### src/rtl/prtt_pkg.sv
// Package for the pending request tag table.
// Holds table sizing, command codes, sequencer states and the structs shared by
// the RTL files. No dependencies.
`default_nettype none

package prtt_pkg;

	localparam int PENDING_SLOTS = 128;
	localparam int TABLE_DEPTH   = PENDING_SLOTS + 1;
	localparam int SLOT_AW       = $clog2(TABLE_DEPTH);

	typedef logic [SLOT_AW-1:0] slot_addr_t;

	localparam slot_addr_t SLOT_LAST   = SLOT_AW'(PENDING_SLOTS);
	localparam logic [7:0] HANDLE_LAST = 8'(PENDING_SLOTS);

	typedef enum logic [2:0] {
		CMD_ALLOC       = 3'd0,
		CMD_VALIDATE    = 3'd1,
		CMD_QUERY       = 3'd2,
		CMD_SET_CHANNEL = 3'd3,
		CMD_REMOVE      = 3'd4
	} prtt_cmd_t;

	typedef enum logic [2:0] {
		ST_IDLE,
		ST_LOOKUP,
		ST_SCAN,
		ST_CLAIM,
		ST_EXEC,
		ST_DONE
	} prtt_state_t;

	typedef struct packed {
		logic [2:0]  command;
		logic [7:0]  handle;
		logic [7:0]  request_type;
		logic [7:0]  response_type;
		logic        has_app_context;
		logic [63:0] app_context;
		logic [7:0]  channel;
	} prtt_item_t;

	typedef struct packed {
		logic [7:0]  request_type;
		logic [7:0]  response_type;
		logic        app_flag;
		logic [63:0] app_word;
		logic [7:0]  channel;
	} prtt_entry_t;

	typedef struct packed {
		logic [7:0]  handle_out;
		logic        ok;
		logic [7:0]  stored_request_type;
		logic [7:0]  stored_response_type;
		logic        stored_has_app_context;
		logic [63:0] stored_app_context;
		logic [7:0]  stored_channel;
	} prtt_res_t;

	typedef struct packed {
		logic        rd_en;
		slot_addr_t  rd_addr;
		logic        wr_en;
		logic        clr_en;
		slot_addr_t  wr_addr;
		prtt_entry_t wr_data;
		slot_addr_t  probe_addr;
	} prtt_ram_req_t;

	typedef struct packed {
		prtt_entry_t rd_data;
		logic        probe_live;
	} prtt_ram_rsp_t;

endpackage

`default_nettype wire

### src/rtl/prtt_ctrl.sv
// Command sequencer of the pending request tag table: decodes one command,
// steps the shared search cursor slot by slot and drives the slot memory.
// Uses prtt_pkg; works against prtt_slot_ram.
`default_nettype none

module prtt_ctrl
	import prtt_pkg::*;
(
	input  wire logic          clk,
	input  wire logic          arst_n,
	input  wire logic          item_valid,
	output logic               item_ready,
	input  wire prtt_item_t    item,
	input  wire logic [7:0]    fault_code,
	output prtt_ram_req_t      ram_req,
	input  wire prtt_ram_rsp_t ram_rsp,
	output logic               res_valid,
	input  wire logic          res_take,
	output prtt_res_t          res
);

	prtt_state_t state_q, state_d;
	prtt_item_t  item_q;
	slot_addr_t  cursor_q;
	slot_addr_t  start_q;
	prtt_res_t   res_q;
	prtt_res_t   exec_res;

	slot_addr_t  step;
	logic        in_range;
	logic        live_rd;
	logic        resp_match;
	logic        chan_match;
	logic        wrapped;
	logic        found;
	prtt_entry_t entry;

	// shared cursor step: one slot per cycle, modulo the table depth
	assign step       = (cursor_q == SLOT_LAST) ? '0 : cursor_q + SLOT_AW'(1);
	assign wrapped    = (step == start_q);
	assign found      = !wrapped && (step != '0) && !ram_rsp.probe_live;
	assign in_range   = (item_q.handle != '0) && (item_q.handle <= HANDLE_LAST);
	assign entry      = ram_rsp.rd_data;
	assign live_rd    = (entry.response_type != '0);
	assign resp_match = (entry.response_type == item_q.response_type)
		|| (item_q.response_type == fault_code);
	assign chan_match = (entry.channel == item_q.channel);

	always_comb begin
		state_d = state_q;
		unique case (state_q)
			ST_IDLE: begin
				if (item_valid) state_d = ST_LOOKUP;
			end
			ST_LOOKUP: begin
				if (item_q.command == CMD_ALLOC) begin
					state_d = (item_q.response_type == '0) ? ST_DONE : ST_SCAN;
				end else begin
					state_d = ST_EXEC;
				end
			end
			ST_SCAN: begin
				if (wrapped) state_d = ST_DONE;
				else if (found) state_d = ST_CLAIM;
			end
			ST_CLAIM: state_d = ST_DONE;
			ST_EXEC:  state_d = ST_DONE;
			ST_DONE: begin
				if (res_take) state_d = ST_IDLE;
			end
			default: state_d = ST_IDLE;
		endcase
	end

	always_comb begin
		item_ready         = (state_q == ST_IDLE);
		res_valid          = (state_q == ST_DONE);
		ram_req            = '0;
		ram_req.probe_addr = step;
		unique case (state_q)
			ST_LOOKUP: begin
				ram_req.rd_en   = (item_q.command != CMD_ALLOC) && in_range;
				ram_req.rd_addr = item_q.handle[SLOT_AW-1:0];
			end
			ST_SCAN: begin
				// fetch the claimed slot so its channel survives the claim
				ram_req.rd_en   = found;
				ram_req.rd_addr = step;
			end
			ST_CLAIM: begin
				ram_req.wr_en                 = 1'b1;
				ram_req.wr_addr               = cursor_q;
				ram_req.wr_data.request_type  = item_q.request_type;
				ram_req.wr_data.response_type = item_q.response_type;
				ram_req.wr_data.app_flag      = item_q.has_app_context;
				ram_req.wr_data.app_word      = item_q.app_context;
				ram_req.wr_data.channel       = entry.channel;
			end
			ST_EXEC: begin
				ram_req.wr_addr = item_q.handle[SLOT_AW-1:0];
				ram_req.wr_data = entry;
				ram_req.wr_data.channel = item_q.channel;
				ram_req.wr_en  = (item_q.command == CMD_SET_CHANNEL) && in_range;
				ram_req.clr_en = (item_q.command == CMD_REMOVE) && in_range;
			end
			ST_IDLE, ST_DONE: begin
			end
			default: begin
			end
		endcase
	end

	always_comb begin
		exec_res = '0;
		case (item_q.command)
			CMD_VALIDATE: begin
				exec_res.ok = in_range && live_rd && resp_match && chan_match;
			end
			CMD_QUERY: begin
				if (in_range) begin
					exec_res.ok                     = live_rd;
					exec_res.stored_request_type    = entry.request_type;
					exec_res.stored_response_type   = entry.response_type;
					exec_res.stored_has_app_context = entry.app_flag;
					exec_res.stored_app_context     = entry.app_word;
					exec_res.stored_channel         = live_rd ? entry.channel : '0;
				end
			end
			default: begin
			end
		endcase
	end

	always_ff @(posedge clk or negedge arst_n) begin
		if (!arst_n) begin
			state_q  <= ST_IDLE;
			cursor_q <= '0;
			start_q  <= '0;
		end else begin
			state_q <= state_d;
			if (state_q == ST_LOOKUP) start_q <= cursor_q;
			if (state_q == ST_SCAN) cursor_q <= step;
		end
	end

	always_ff @(posedge clk) begin
		if (item_valid && item_ready) item_q <= item;
		unique case (state_q)
			ST_LOOKUP: res_q <= '0;
			ST_CLAIM:  res_q.handle_out <= 8'(cursor_q);
			ST_EXEC:   res_q <= exec_res;
			default: begin
			end
		endcase
	end

	assign res = res_q;

endmodule

`default_nettype wire

### config.mk
export PLATFORM = sky130hd
export DESIGN_NAME = prtt_ctrl
export DESIGN_NICKNAME = d
export VERILOG_FILES = /design/src/rtl/prtt_pkg.sv /design/src/rtl/prtt_ctrl.sv
export SDC_FILE = /design/constraint.sdc
export NUM_CORES = 1
export LEC_CHECK = 0
export BUFFER_PORTS_ARGS = -buffer_cell sky130_fd_sc_hd__buf_4
export CORE_AREA = 4 4 158 160
export CTS_BUF_LIST = sky130_fd_sc_hd__clkbuf_8
export DETAILED_ROUTE_END_ITERATION = 10
export DIE_AREA = 0 0 162 164
export PLACE_DENSITY = 0.69
export SYNTH_ARGS = -nofsm -noshare
export SYNTH_HDL_FRONTEND = slang
export SYNTH_SLANG_ARGS = --single-unit
### constraint.sdc
create_clock -name clk -period 4.8 [get_ports clk]
set_input_delay 1.44 -clock clk [delete_from_list [all_inputs] [get_ports clk]]
set_output_delay 1.44 -clock clk [all_outputs]
set_load 0.01 [all_outputs]
# --- Word level (Yosys, flattened, before mapping) ---
# Cells that the tools add are included.
word_totals:
  register_bits: 217
  elab_cells: 79
  input_bits: 202
  out_inout_bits: 216
op_classes:
  mux: 18
  eq_ne: 17
  reduce_logical: 25
  order_cmp: 1
  add_sub_neg: 1
ops:
  columns: ["operator", "count"]
  rows:
  - ["97-bit one-hot mux with 2 select lines", 1]
  - ["90-bit one-hot mux with 2 select lines", 1]
  - ["90-bit 2-to-1 mux", 1]
  - ["89-bit 2-to-1 mux", 1]
  - ["8-bit equality test", 4]
  - ["8-bit nonzero test", 3]
  - ["3-bit 2-to-1 mux", 6]
  - ["9-bit one-hot mux with 2 select lines", 1]
  - ["8-bit 2-to-1 mux", 2]
  - ["8-bit one-hot mux with 2 select lines", 1]
  - ["3-bit one-hot mux with 5 select lines", 1]
  - ["3-bit by 2-bit equality test with 1-bit output, second input constant", 4]
  - ["1-bit logical AND", 10]
  - ["3-bit equality test, second input constant", 3]
  - ["8-bit by 1-bit adder with 8-bit output, second input constant", 1]
  - ["8-bit equality test, second input constant", 1]
  - ["8-bit less-or-equal comparator, second input constant", 1]
  - ["8-bit zero test", 1]
  - ["3-bit by 1-bit equality test with 1-bit output, second input constant", 2]
  - ["3-bit zero test", 2]
  - ["1-bit one-hot mux with 2 select lines", 2]
  - ["2-bit nonzero test", 2]
  - ["2-bit OR reduction", 2]
  - ["3-bit != test, second input constant", 1]
  - ["other kinds (7)", 8]

# --- Logic depth before layout (Yosys ltp) ---
# Gate-level depths: netlist (run 1).
logic_depth:
  word_depth: 9
  ltp_mapped: 10
  mapped_depth_nobuf: 8

# --- Worst setup path after synthesis (run 1) ---
# OpenSTA, ideal clock, no wires.
synth_path:
  path_type: "in2reg"
  from: "in item_valid"
  to: "reg item_q[0] in the netlist's numbering, enable pin"
  t_arrival_ns: 3.749
  n_path_buf: 0
  cell_stages: 1
  slack_ns: 0.581
  required_ns: 4.330
  setup_ns: 0.470
  path_cell_list: "and2_1"
synth_via:
  elab_chain_len: 1
synth_lines:
  columns: ["element", "line", "text"]
  rows:
  - ["from (decl)", "prtt_ctrl.sv:11", "input wire logic item_valid,"]
  - ["1-bit logical AND", "prtt_ctrl.sv:147", "if (item_valid && item_ready) item_q <= item;"]
  - ["to (signal assigned)", "prtt_ctrl.sv:147", null]
  - ["to (decl)", "prtt_ctrl.sv:23", "prtt_item_t item_q;"]
# No other way between the ends.
# A chain may end at the register's enable or synchronous reset.

==> results of run 1 <==
## logic make-up after synthesis
| logic type | Yosys count |
|---|---|
| AOI/OAI and AO/OA | 132 |
| xor gates and xnor gates | 43 |
| adders and majority gates | 2 |
| buffers and inverters | 52 |
| DFF | 217 |
| muxes | 8 |
| and+or+nand+nor | 189 |
## through the flow
| stage | area, um2 | util, % |
|---|---|---|
| global placement | 12750 | 54.50 |
| floorplan | 9310 | - |
| finish | 13440 | 57.41 |
| CTS | 13440 | 57.41 |
| global route | 13440 | 57.41 |
| detailed placement | 12750 | 54.50 |
## worst max-delay path, delay by kind of cell, from the launching register on
kind	cells	cell delay (ps)
AO/OA/AOI/OAI	4	1030
XOR/XNOR	1	390
adder cells (fa/ha/maj)	1	370
buffers and inverters	1	140
flip-flops	1	480
AND/OR/NAND/NOR	1	90
## cell type report
type                    count  share of cell area, %
clock buffers              41                  4.200
repair buffers            426                  23.90
well taps                 319                  2.971
flip-flops and latches    217                  47.79
multi-input cells         374                  20.03
clock inverters            27                 0.8661
inverters                   8                 0.2421
## power groups by stage
stage | registers, uW | logic [uW] | clock network, uW
2_1_floorplan | 3280 | 974 | 0
3_3_place_gp | 3020 | 2900 | 0
3_5_place_dp | 3050 | 2910 | 0
4_1_cts | 3010 | 2920 | 1580
5_1_grt | 3070 | 3030 | 1670
6_report | 3010 | 2880 | 1530
## per-layer routing
| layer | vias to the layer above | track usage (%) |
|---|---|---|
| met5 | - | 0 |
| met4 | 0 | 7.728 |
| met3 | 70 | 6.048 |
| met2 | 320 | 38.95 |
| met1 | 3481 | 27.09 |
| li1 | 3280 | - |
## Yosys cell counts, types with 3 or more instances
cell type and number:
edfxtp_1 198, a22o_1 97, and2_1 96, xnor2_1 35
clkbuf_1 31, nand2_1 26, dfrtp_1 19, nor2_1 19
o21ai_0 12, nor3_1 9, and3_1 8, mux2_2 8
nand4_1 8, inv_1 7, xor2_1 6, a21oi_1 5
buf_1 5, buf_2 5, nand3_1 5, nor4_1 4
or3_1 4, nand3b_1 3
## registers in the layout, indices dropped and copies added (netlist names)
signal,count
start_q,8
state_q,3
item_q,100
cursor_q,8
res,98
## worst paths after layout
path,start,endpoint,slack (ps),cells after the start
max,cursor_q[0]$_DFFE_PN0N_,ram_req[115],340,8
min,start_q[4]$_DFFE_PN0P_,start_q[4]$_DFFE_PN0P_,530,1
max reg2reg,state_q[2]$_DFFE_PN0P_,res[49]$_SDFFCE_PN0P_,1770,6
min reg2reg,start_q[4]$_DFFE_PN0P_,start_q[4]$_DFFE_PN0P_,530,1
max in group asynchronous,arst_n,start_q[5]$_DFFE_PN0P_,3770,1
min in group asynchronous,arst_n,start_q[1]$_DFFE_PN0P_,800,1
==> flow_summary.json, run 1 <==
{
  "status": "complete, no violations",
  "layout_common_cells": "425 x buf_4, 198 x edfxtp_1, 97 x a22o_1",
  "fin_ws_ps": 341.7,
  "yosysTopAreaCellShare_pct": 63.86,
  "vias": 7151,
  "core_um2": 23400,
  "synth_area_leader_cell": "edfxtp_1",
  "fin_crit_sh_pct": 92.88,
  "fmax_mhz": 224.3,
  "overflow": 0,
  "crit_fanout": 11,
  "ios": 418,
  "synth_compound_area_share_pct": 11.64,
  "power_frac_comb_pct": 38.8,
  "routed_wl_um": 31460,
  "layout.cells.non_filler": 1412,
  "leakage_uw": 0.005824,
  "setup_tns_ps": 0,
  "cts-buffers-inserted": 38,
  "ant_nets": 0,
  "syn_to_final_growth_pct": 44.31,
  "start_util_pct": 39.78,
  "synthXorXnorAreaFrac_pct": 4.287,
  "ir_drop_mv": 0.2923,
  "critPathRequiredTime_ps": 3360,
  "crit_slowest_cell": "dfrtp_1",
  "synth_edf_count": 198,
  "cts_tree": "built",
  "synth-simple-area-share_pct": 11.54,
  "antenna_found_initial": 0,
  "clock_path_buffers": 3,
  "die_area_um2": 26570,
  "max_slew_margin_pct": 32.22,
  "top_layer_used": "met4",
  "num_rows": 56,
  "hold_slack_ps": 530.5,
  "worst_setup_path_end_kind": "primary output",
  "grt_first_pass_wirelength_um": 45050,
  "min_period_ps": 4458,
  "first_pass_iters": 4,
  "synth_flop_cell": "edfxtp_1",
  "synth_top_family_by_area": "compound AO/OA/AOI/OAI gates",
  "routed-wl-met2_um": 16060,
  "clk_latency_ps": 510,
  "synth.area.top_cells": "edfxtp_1 64%, a22o_1 9.1%, and2_1 6.5%, dfrtp_1 5.1%, xnor2_1 3.3%",
  "clk_pin_slew_ps": 50,
  "cts_resized": 0,
  "ctsHoldBuffers": 0,
  "netlist_instances": 643,
  "syn_avg_cell_area_um2": 14.48,
  "met3_length_um": 2384,
  "fin_skew_ps": 15.65,
  "dp_slack_ps": 856.2,
  "powerDensity_nw_per_um2": 552.1,
  "fin_nets": 1269,
  "clock-sinks": 217,
  "wl_per_cell_um": 22.28,
  "path_cells": "ha_1 > xnor2_1 > nand2b_1 > a211oi_1 > o21ai_1 > a2111o_1 > a31o_1 > buf_4",
  "slowest_delay_ps": 480,
  "maxSlewViolCount": 0,
  "grtUsageTotal_pct": 22.42,
  "seq_power_share_pct": 40.6,
  "htreeDepth": 2,
  "arrival_ps": 3020,
  "synth_fa_ha_area_share_pct": 0.2688,
  "rsz0062_at_grt": "false",
  "place_hpwl_um": 23420,
  "die_h_um": 164,
  "worst_pin_slew_ps": 1013,
  "placed_cells": 1344,
  "ys_seq_area_share_pct": 68.97,
  "n_antenna_cell": 0,
  "crit_path_start_kind": "flop",
  "layout_commonest_cell": "buf_4",
  "ys_warn_count": 0,
  "swShare_pct": 34.42,
  "synth_nets": 847,
  "viasPerCell": 5.064,
  "drv_cap": 0,
  "synth.area.mux_share_pct": 0.9676,
  "seqCellArea_um2": 6421,
  "grt_max_degree": 71,
  "drive_above_1_share_pct": 45.01,
  "setup_viol": 0,
  "die_w_um": 162,
  "portBuffers": 417,
  "p_sw_uw": 2553,
  "hold_path.class": "flop to flop",
  "ys_async_sr_fraction_pct": 8.756,
  "drc_errors": 0,
  "synth.distinct_cells": 50,
  "met1Wirelength_um": 11950,
  "crit_type": "flop to primary output",
  "synth-seq-cells": 217,
  "cts_root_buf": "clkbuf_8",
  "multiInputGateArea_um2": 2691,
  "gp_congestion": 0.8676,
  "power_frac_clock_pct": 20.6,
  "n_fill_cell": 1997,
  "hold_viol": 0,
  "post_cts_buffers": 0,
  "first_iter_violations": 421,
  "grt_pass1_vias": 7226,
  "synth_area_um2": 9310,
  "intPower_uw": 4864,
  "power.total_uw": 7417
}
Note: power is estimated with default switching activity, not from simulation.
==> run 2, diff against run 1 <==
--- a/config.mk
+++ b/config.mk
@@ -10,7 +10,7 @@
 export CTS_BUF_LIST = sky130_fd_sc_hd__clkbuf_8
 export DETAILED_ROUTE_END_ITERATION = 10
 export DIE_AREA = 0 0 162 164
-export PLACE_DENSITY = 0.69
+export PLACE_DENSITY = 0.77
 export SYNTH_ARGS = -nofsm -noshare
 export SYNTH_HDL_FRONTEND = slang
 export SYNTH_SLANG_ARGS = --single-unit
==> run 2 against run 1 <==
Compared with the run above: wire length is 0.77% higher; design area down 0.24%; combinational power hardly changed; flip-flop and latch count did not move; setup slack worse by 40 ps; register-to-register slack improved by 150 ps; via count grew 2.0%; final cell count shrank 0.35%; die area unchanged; first-iteration DRC count increased by 33%; largest power group unchanged; highest routed layer unchanged.
==> flow_summary.json, run 2 (synthesized netlist as in run 1, its figures left out) <==
{
  "powerDensity_nw_per_um2": 547.1,
  "fin_crit_sh_pct": 93.72,
  "portBuffers": 417,
  "crit_slowest_cell": "dfrtp_1",
  "clock-sinks": 217,
  "slowest_delay_ps": 490,
  "core_um2": 23400,
  "syn_to_final_growth_pct": 43.96,
  "met1_usage_pct": 27.69,
  "layout_commonest_cell": "buf_4",
  "cts_tree": "built",
  "num_rows": 56,
  "fin_skew_ps": 18.78,
  "grt_first_pass_wirelength_um": 45550,
  "setup_tns_ps": 0,
  "ctsHoldBuffers": 0,
  "place_hpwl_um": 23880,
  "max_slew_margin_pct": 37.65,
  "power.total_uw": 7333,
  "critPathRequiredTime_ps": 3360,
  "first_iter_violations": 561,
  "clock_path_buffers": 3,
  "path_cells": "ha_1 > xnor2_1 > nand2b_1 > a211oi_1 > o21ai_1 > a2111o_1 > a31o_1 > buf_4",
  "hold_viol": 0,
  "swShare_pct": 34.25,
  "drc_errors": 0,
  "antenna_found_initial": 0,
  "busiest_layer": "met2",
  "leakage_uw": 0.005805,
  "grt_pass1_vias": 7346,
  "die_w_um": 162,
  "cts_root_buf": "clkbuf_8",
  "fin_nets": 1268,
  "rsz0062_at_grt": "false",
  "status": "complete, no violations",
  "first_pass_iters": 5,
  "post_cts_buffers": 0,
  "overflow": 0,
  "crit_type": "flop to primary output",
  "min_period_ps": 4499,
  "crit_path_start_kind": "flop",
  "p_sw_uw": 2512,
  "die_area_um2": 26570,
  "seq_power_share_pct": 41.2,
  "r2r_slack_ps": 1920,
  "maxSlewViolCount": 0,
  "wl_per_cell_um": 22.53,
  "intPower_uw": 4821,
  "worst_setup_path_end_kind": "primary output",
  "layout_common_cells": "424 x buf_4, 198 x edfxtp_1, 97 x a22o_1",
  "grt_max_degree": 64,
  "start_util_pct": 39.78,
  "hold_path.class": "flop to flop",
  "use_met3_pct": 5.596,
  "n_antenna_cell": 0,
  "vias": 7292,
  "crit_fanout": 11,
  "worst_pin_slew_ps": 932.2,
  "cts_resized": 0,
  "ios": 418,
  "power_frac_clock_pct": 19.8,
  "setup_viol": 0,
  "die_h_um": 164,
  "drv_cap": 0,
  "viasPerCell": 5.183,
  "drive_above_1_share_pct": 44.58,
  "gp_congestion": 0.8898,
  "arrival_ps": 3060,
  "largest_reg_flops": 100,
  "largest_register": "item_q",
  "grtUsageMet2_pct": 38.98,
  "power_frac_comb_pct": 39.0,
  "fmax_mhz": 222.3,
  "htreeDepth": 2,
  "grtUsageTotal_pct": 22.50,
  "critPathBufInv": 1,
  "crit_family": "compound AO/OA/AOI/OAI gates",
  "ant_nets": 0,
  "routed_wl_um": 31710,
  "clk_latency_ps": 510,
  "ir_drop_mv": 0.3354,
  "clk_pin_slew_ps": 60,
  "cts-buffers-inserted": 37
}
[run 2: changes by cell type in the layout (fill, tap and decap cells not counted), sizes merged]
cell / change
clkbuf: -2
inv: +3
clkinv: -6
[run 2: path summary, 6_finish.rpt]
path,from,end,depth (start not counted)
setup / recovery,cursor_q[0]$_DFFE_PN0N_,ram_req[115],8
hold / removal,start_q[0]$_DFFE_PN0P_,start_q[0]$_DFFE_PN0P_,1
setup reg to reg,state_q[2]$_DFFE_PN0P_,res[14]$_SDFFCE_PN0P_,6
hold reg to reg,start_q[0]$_DFFE_PN0P_,start_q[0]$_DFFE_PN0P_,1
max in group asynchronous,arst_n,state_q[1]$_DFFE_PN0P_,1
min in group asynchronous,arst_n,cursor_q[1]$_DFFE_PN0N_,1
[run 2: layout make-up]
type                            instances  area, um2
Multi-Input combinational cell        374       2691
Sequential cell                       217       6421
Clock inverter                         24      98.84
Clock buffer                           39      536.8
Tap cell                              319      399.1
Fill cell                            1998      10000
Inverter                                8      32.53
Timing Repair Buffer                  426       3223
[run 2: per-stage QoR]
stage	utilization (%)	instance area [um2]	cells	hold slack (ps)	setup WS (ps)
3_3_place_gp	54.56	12770	1344	515.6	807.9
4_1_cts	57.27	13400	1407	532.3	291.9
3_5_place_dp	54.56	12770	1344	518.4	854.2
6_report	57.27	13400	1407	530.4	301.2
5_1_grt	57.27	13400	1407	551.0	29.78
2_1_floorplan	-	9310	643	496.6	581.5
[run 2: metal layers]
layer  routed length (um)  vias to the layer above
li1                     -                     3282
met1                11800                     3554
met5                    0                        -
met4                 1043                        0
met2                16220                      387
met3                 2636                       69
[run 2: power by group through the flow]
stage | logic, uW | registers (uW) | clock network, uW
2_1_floorplan | 974 | 3280 | 0
3_3_place_gp | 2860 | 3040 | 0
3_5_place_dp | 2880 | 3060 | 0
4_1_cts | 2890 | 3030 | 1500
5_1_grt | 3010 | 3080 | 1590
6_report | 2860 | 3020 | 1450
==> run 3, diff against run 2 <==
--- a/config.mk
+++ b/config.mk
@@ -6,11 +6,11 @@
 export NUM_CORES = 1
 export LEC_CHECK = 0
 export BUFFER_PORTS_ARGS = -buffer_cell sky130_fd_sc_hd__buf_4
-export CORE_AREA = 4 4 158 160
+export CORE_MARGIN = 4
+export CORE_UTILIZATION = 33
 export CTS_BUF_LIST = sky130_fd_sc_hd__clkbuf_8
 export DETAILED_ROUTE_END_ITERATION = 10
-export DIE_AREA = 0 0 162 164
-export PLACE_DENSITY = 0.77
+export PLACE_DENSITY = 0.67
 export SYNTH_ARGS = -nofsm -noshare
 export SYNTH_HDL_FRONTEND = slang
 export SYNTH_SLANG_ARGS = --single-unit
==> run 3 against run 2 <==
Compared with the run above: combinational power decreased by 1%; final cell count increased by 4.6%; die area increased by 17%; global-route usage decreased by 3.5 points; first-iteration DRC count decreased by 33%; setup slack improved by 25 ps; sequential power about the same; critical path depth unchanged; flip-flop and latch count unchanged; design area increased by 1.6%; register-to-register slack improved by 410 ps.
==> flow_summary.json, run 3 (synthesized netlist as in run 1, its figures left out) <==
{
  "swShare_pct": 33.23,
  "viasPerCell": 4.817,
  "fin_skew_ps": 24.27,
  "n_antenna_cell": 0,
  "worst_setup_path_end_kind": "primary output",
  "clk_latency_ps": 520,
  "grt_first_pass_wirelength_um": 45130,
  "status": "complete, no violations",
  "ios": 418,
  "leakage_uw": 0.005860,
  "layout_common_cells": "422 x buf_4, 198 x edfxtp_1, 97 x a22o_1",
  "routed_wl_um": 31140,
  "num_rows": 61,
  "hold_slack_ps": 543.9,
  "worst_pin_slew_ps": 770.4,
  "setup_tns_ps": 0,
  "gp_congestion": 0.8751,
  "clock-sinks": 217,
  "setup_viol": 0,
  "fin_nets": 1269,
  "post_dp_cell_area_um2": 12830,
  "ant_nets": 0,
  "critPathRequiredTime_ps": 3360,
  "crit_end": "ram_req[115]",
  "drc_errors": 0,
  "die_w_um": 176.0,
  "fin_crit_sh_pct": 93.21,
  "ir_drop_mv": 0.3484,
  "post_cts_buffers": 0,
  "placed_cells": 1401,
  "largest_reg_flops": 100,
  "clk_pin_slew_ps": 50,
  "die_area_um2": 30960,
  "maxSlewViolCount": 0,
  "syn_to_final_growth_pct": 46.20,
  "cts_resized": 0,
  "r2r_slack_ps": 2330,
  "htreeDepth": 2,
  "arrival_ps": 3030,
  "portBuffers": 417,
  "wl_per_cell_um": 21.15,
  "fmax_mhz": 223.5,
  "power_frac_comb_pct": 37.2,
  "hold_viol": 0,
  "ctsHoldBuffers": 0,
  "layout.cells.non_filler": 1472,
  "cts_root_buf": "clkbuf_8",
  "first_pass_iters": 4,
  "cp-startpoint": "cursor_q[0]$_DFFE_PN0N_",
  "grtUsageTotal_pct": 18.99,
  "reg2reg_depth": 5,
  "grt_max_degree": 90,
  "fin_ws_ps": 326.1,
  "whs_path_depth": 1,
  "crit_fanout": 11,
  "seq_power_share_pct": 39.9,
  "core_um2": 27780,
  "powerDensity_nw_per_um2": 557.1,
  "grt_pass1_vias": 7297,
  "clock_path_buffers": 3,
  "max_slew_margin_pct": 48.64,
  "crit_type": "flop to primary output",
  "cts-buffers-inserted": 40,
  "min_period_ps": 4474,
  "drive_above_1_share_pct": 44.97,
  "layout_commonest_cell": "buf_4",
  "design_area_um2": 13610,
  "p_sw_uw": 2520,
  "antenna_found_initial": 0,
  "r2r_end": "res[1]$_SDFFCE_PN0P_",
  "place_hpwl_um": 22910,
  "power_frac_clock_pct": 22.9,
  "reg2reg_from": "state_q[0]$_DFFE_PN0P_",
  "dp_slack_ps": 883.6,
  "start_util_pct": 33.51,
  "n_fill_cell": 2543,
  "intPower_uw": 5063,
  "overflow": 0,
  "die_h_um": 176.0,
  "vias": 7091,
  "rsz0062_at_grt": "false",
  "first_iter_violations": 377,
  "crit_path_start_kind": "flop",
  "largest_register": "item_q",
  "hold_path.class": "flop to flop",
  "cts_tree": "built",
  "drv_cap": 0
}
## run 3: changes by cell type in the layout (fill, tap and decap cells not counted), sizes merged
cell      before  now
buf          426  424
inv           24   19
clkinv         6   14
clkbuf        39   43
bufinv         0    3
clkinvlp       2    0
## run 3: worst min-delay path by stage
stage                           startpoint  slack (ps)                      to
floorplan           start_q[0]$_DFFE_PN0P_         500  start_q[0]$_DFFE_PN0P_
global placement    start_q[4]$_DFFE_PN0P_         510  start_q[4]$_DFFE_PN0P_
detailed placement  start_q[5]$_DFFE_PN0P_         520  start_q[5]$_DFFE_PN0P_
CTS                 start_q[6]$_DFFE_PN0P_         540  start_q[6]$_DFFE_PN0P_
global route        start_q[4]$_DFFE_PN0P_         560  start_q[4]$_DFFE_PN0P_
finish              start_q[6]$_DFFE_PN0P_         540  start_q[6]$_DFFE_PN0P_
## run 3: worst max-delay path: stages, from the launching register on
cell and delay (ps):
dfrtp_1 480, ha_1 350, xnor2_1 390, nand2b_1 100, a211oi_1 250, o21ai_1 110, a2111o_1 430, a31o_1 260
buf_4 140
## run 3: per-stage QoR
stage	util [%]	power, uW
floorplan	-	4253
global placement	46.17	5895
detailed placement	46.17	5923
global route	49.00	7968
CTS	49.00	7707
finish	49.00	7584
## run 3: power groups by stage
stage,Clock (uW),Combinational [uW],Sequential (uW)
floorplan,0,974,3280
global placement,0,2850,3050
detailed placement,0,2860,3060
CTS,1810,2870,3030
global route,1900,2990,3080
finish,1740,2820,3020
## run 3: final cells by class
class                   instances  area (um2)  share of cell area (%)
clock inverters                28       193.9                   1.425
repair buffers                424        3208                   23.57
well taps                     378       473.0                   3.475
clock buffers                  43       591.8                   4.348
multi-input cells             374        2691                   19.77
inverters                       8       32.53                  0.2390
flip-flops and latches        217        6421                   47.17
## run 3: metal layers
layer	part of all wire, %	GRT usage (%)	vias to the layer above
li1	-	-	3285
met3	7.6	4.861	69
met4	4.0	7.440	0
met2	50	32.45	325
met5	0	0	-
met1	39	23.14	3412
